$ cat config.mk
export PLATFORM = sky130hd
export DESIGN_NAME = nfa_cell
export DESIGN_NICKNAME = d
export VERILOG_FILES = /design/src/nfa_pkg.sv /design/src/nfa_cell.sv
export SDC_FILE = /design/constraint.sdc
export NUM_CORES = 1
export LEC_CHECK = 0
export BUFFER_PORTS_ARGS = -buffer_cell sky130_fd_sc_hd__buf_4
export CORE_MARGIN = 3
export CORE_UTILIZATION = 50
export CTS_CLUSTER_SIZE = 12
export DETAILED_ROUTE_END_ITERATION = 16
export GPL_ROUTABILITY_DRIVEN = 0
export PLACE_DENSITY = 0.73
export SLEW_MARGIN = 10
export SYNTH_ARGS = -nofsm -noshare
export SYNTH_HDL_FRONTEND = slang
export SYNTH_SLANG_ARGS = --single-unit
$ cat constraint.sdc
create_clock -name aclk -period 3.3 [get_ports aclk]
set_input_delay 0.33 -clock aclk [delete_from_list [all_inputs] [get_ports aclk]]
set_output_delay 0.33 -clock aclk [all_outputs]
set_load 0.02 [all_outputs]
$ cat src/nfa_pkg.sv
// shared types and constants for the nfa word acceptor
// no dependencies; imported by nfa_cell and nfa_word_acceptor_core
package nfa_pkg;

    localparam int STATE_W = 4;
    localparam int SYM_W   = 4;
    localparam int MASK_W  = 16;
    localparam int SLOTS   = 16;

    typedef enum logic [1:0] {
        OP_ADD    = 2'd0,
        OP_CLEAR  = 2'd1,
        OP_BEGIN  = 2'd2,
        OP_SYMBOL = 2'd3
    } opcode_t;

    localparam logic CFG_INITIAL_STATE = 1'b0;
    localparam logic CFG_ACCEPT_MASK   = 1'b1;

    // broadcast from the top level to every cell of the row
    typedef struct packed {
        logic               load;
        logic               add;
        logic               clear;
        logic [STATE_W-1:0] from_state;
        logic [SYM_W-1:0]   symbol;
        logic [STATE_W-1:0] to_state;
        logic [MASK_W-1:0]  next_set;
    } cell_ctrl_t;

endpackage

$ cat src/nfa_cell.sv
// one state cell: successor masks of its source state, its active bit,
// and one link of the successor-union chain; depends on nfa_pkg
module nfa_cell #(
    parameter int INDEX = 0,
    parameter int SYMS  = 16
) (
    input  logic                      aclk,
    input  logic                      aresetn,
    input  nfa_pkg::cell_ctrl_t       ctrl,
    input  logic [nfa_pkg::MASK_W-1:0] acc_in,
    output logic [nfa_pkg::MASK_W-1:0] acc_out,
    output logic                      active
);
    import nfa_pkg::*;

    localparam int IDX_W = (SYMS > 1) ? $clog2(SYMS) : 1;

    logic [MASK_W-1:0] mask_reg [SYMS];
    logic [SYMS-1:0]   valid_reg;
    logic [SYMS-1:0]   valid_next;
    logic              active_reg;
    logic              active_next;
    logic [IDX_W-1:0]  sel;
    logic              sym_hit;
    logic              wr;
    logic [MASK_W-1:0] to_bit;
    logic [MASK_W-1:0] entry;

    assign sel     = ctrl.symbol[IDX_W-1:0];
    assign sym_hit = int'(ctrl.symbol) < SYMS;
    assign wr      = ctrl.add && sym_hit && (int'(ctrl.from_state) == INDEX);
    assign to_bit  = MASK_W'(1) << ctrl.to_state;

    // an entry never written since the last clear reads as no successors
    assign entry   = (sym_hit && valid_reg[sel]) ? mask_reg[sel] : '0;
    assign acc_out = acc_in | (active_reg ? entry : '0);
    assign active  = active_reg;

    always_comb begin
        valid_next = valid_reg;
        if (ctrl.clear) begin
            valid_next = '0;
        end else if (wr) begin
            valid_next[sel] = 1'b1;
        end
    end

    assign active_next = ctrl.load ? ctrl.next_set[INDEX] : active_reg;

    always_ff @(posedge aclk) begin
        if (!aresetn) begin
            valid_reg  <= '0;
            active_reg <= 1'b0;
        end else begin
            valid_reg  <= valid_next;
            active_reg <= active_next;
        end
    end

    always_ff @(posedge aclk) begin
        if (wr) begin
            mask_reg[sel] <= (valid_reg[sel] ? mask_reg[sel] : '0) | to_bit;
        end
    end

endmodule

==> results by group <==
Timing
  – Slew at the pin closest to its max-slew limit: 0.951 ns
  – Period Utilization, post-route: 0.830
  – Finish-stage setup viols: 0
  – Unrepaired setup endpoints after global routing: no
  – Setup TNS: 0 ns
  – Layout Skew: 0.0132 ns
  – Normalized max-slew margin: 0.365
  – Fin crit period: 2.74 ns
  – Fmax: 0.365 GHz
  – Final Hold Fails: 0
  – Slew Viols, Final: 0
  – Fin worst setup slack: around 0.56 ns

Worst setup path
  – Type of the worst setup path: in -> out
  – Critical-path maximum fanout: 35
  – CP required: 2.97 ns
  – Crit-path slowest cell: mux4_2
  – CP cell instances: buf_4, buf_4, mux4_2, nand2_1, nand4_1, a21o_1, buf_4
  – Max incr delay on CP: 0.54 ns
  – Most used cell, CP: buf_4
  – Critical path arrival: 2.41 ns
  – Setup crit end kind: output pin
  – R2R setup slack: approximately 0.94 ns
  – Crit start category: input port

Placement
  – Placed insts: 920
  – Post-detail-place hpwl: 15.0 mm
  – Post-Place Setup Slack: about 0.40 ns
  – PortBufs: 50

Synthesis
  – Syn nets: about 630
  – FF+latch count, synth: roughly 270
  – Ys flop type: edfxtp_1
  – Synth warn: 0
  – Post-Syn Area: around 11000 µm²
  – Synth top cells by count: edfxtp_1 (256), nand2_1 (69), mux4_2 (66)
  – Register area share after synthesis: 0.732
  – Most frequent cell after synthesis: edfxtp_1
  – Netlist cell types: 34
  – Number of synthesized flops with an enable pin: around 260
  – Cell taking the most area after synthesis: edfxtp_1
  – Top post-synthesis cells by area: edfxtp_1 (70%), mux4_2 (14%), dfxtp_1 (3.1%)
  – Area share of the largest cell type after synthesis: 0.701
  – Post-Synthesis Mean Instance Area: 18.9 µm²
  – Post-synthesis cell count: 579
  – Async set-reset flop share out of synthesis: 0

Drt
  – Initial DRC count: 510
  – Final WL: approximately 25 mm
  – Remaining routing DRC violations: 0
  – Vias/cell: 6.28
  – Met3 wire len: 1.95 mm
  – TritonRoute pass-1 iters: 5
  – Vias: approximately 6000
  – Max layer used: met4
  – Post-DRT Antenna Nets: 0
  – Met2 wire len: 12.0 mm
  – WL per Instance: roughly 26 µm
  – M1 WL: 10.2 mm

CTS
  – Clock buffer depth: 3
  – H-tree depth: 1
  – CTS tree: built
  – Clock Sinks: 273
  – Num CTS Buffers: 28
  – Post-CTS Hold Buffers: 0
  – Clock root buffer: clkbuf_16
  – Worst-Skew Late Latency: 0.53 ns
  – Clock-pin slew on the worst setup and hold paths: 0.06 ns
  – Post-CTS resize count: 0
  – Setup repair bufs after CTS: 0

Floorplanning
  – Die ar.: 23800 µm²
  – Die X: 154 µm
  – Core ar.: 21300 µm²
  – FP Rows: 53
  – I/O Pins: 66
  – Die Span Y: 154 µm
  – Starting Density: 0.515

Cells and area
  – Final cell count without fillers: 971
  – Reg area: 8030 µm²
  – Fill cells: around 1500
  – Multi-input gate area: 2800 µm²
  – # diodes: 0
  – Nets@finish: 725
  – Area delta synth->final: 17.2%
  – Largest register FFs: 256
  – Layout cells sized above 1: 0.320

Power and ir drop
  – Worst VDD drop: 355 µV
  – Leakage power: 4.33 nW
  – Pwr dens: 562 nW/µm²

Flow run
  – Max-Cap Viols: 0

Global routing
  – Initial antenna violation count: 0
  – GRT Overall Usage: 0.210
  – Largest net degree at the start of global routing: 38
  – First-pass GRT wire length: 37.6 mm
  – Global route overflow: 0
  – Vias in the first global route: around 6300

Worst hold path
  – Worst hold path class: in -> reg

Status
  – Status: completed
## cells in the final DEF (no fill, tap or decap), drive strengths merged
cell type,Yosys,final
dfxtp,17,17
and2,3,3
edfxtp,256,256
o22ai,1,1
clkinv,0,5
or2,2,2
buf,28,99
o32ai,16,16
nand2b,8,8
nor4,1,1
and3,1,1
nand4b,2,2
a22o,1,1
a22oi,2,2
and3b,1,1
nor2b,7,7
clkbuf,4,45
mux2i,5,5
nor3,4,4
nand4,17,17
and4bb,1,1
a21oi,4,4
a31o,1,1
o21a,13,13
and4,16,16
a21o,16,16
nor2,16,16
mux4,66,66
nand2,69,69
or3,1,1
## metal layers
metal	global-route usage	vias up
met5	0	-
met4	0.0698	0
met3	0.0332	53
met2	0.333	274
met1	0.302	3200
li1	-	2573
## metrics by stage
step	instance area, µm²	power (mW)	utilization	hold slack [ns]
after floorplan	11000	4.20	-	0.435
after global placement	12000	4.37	0.563	0.446
after detailed placement	12000	4.39	0.563	0.458
after CTS	12800	7.26	0.603	0.0403
after global routing	12900	7.44	0.604	0.0437
final	12900	7.23	0.604	0.0456
## final cells by class
type                            instances  share of cell area
Sequential cell                       273               0.624
Clock buffer                           45              0.0642
Timing Repair Buffer                   99              0.0652
Tap cell                              275              0.0268
Multi-Input combinational cell        274               0.218
Clock inverter                          5             0.00165
## final timing paths
kind / startpoint / cells after the start / end
hold reg to reg: valid_reg[9] / 1 / valid_reg[9]
setup reg to reg: valid_reg[1] / 6 / mask_reg[3][8]
setup / recovery: ctrl[20] / 7 / acc_out[5]
hold / removal: aresetn / 2 / active
## report_power, final
group          switching (mW)  internal (mW)
Combinational           0.284          0.197
Sequential            0.00184           3.83
Clock                    1.22           1.69
## logic make-up (layout without fill, tap and decap cells)
group / count (synthesis) / after routing / share of synthesized area
muxes: 71 / 71 / 0.140
buffers and inverters: 32 / 149 / 0.0181
DFF: 273 / 273 / 0.732
and+or+nand+nor: 149 / 149 / 0.0703
AOI/OAI and AO/OA: 54 / 54 / 0.0398
## critical path: cells and delay by family
kind	cells	cell delay, ns
buffers and inverters	3	1.04
multiplexers	1	0.54
AO/OA/AOI/OAI	1	0.19
AND/OR/NAND/NOR	2	0.27
Note: power is estimated with default switching activity, not from simulation.
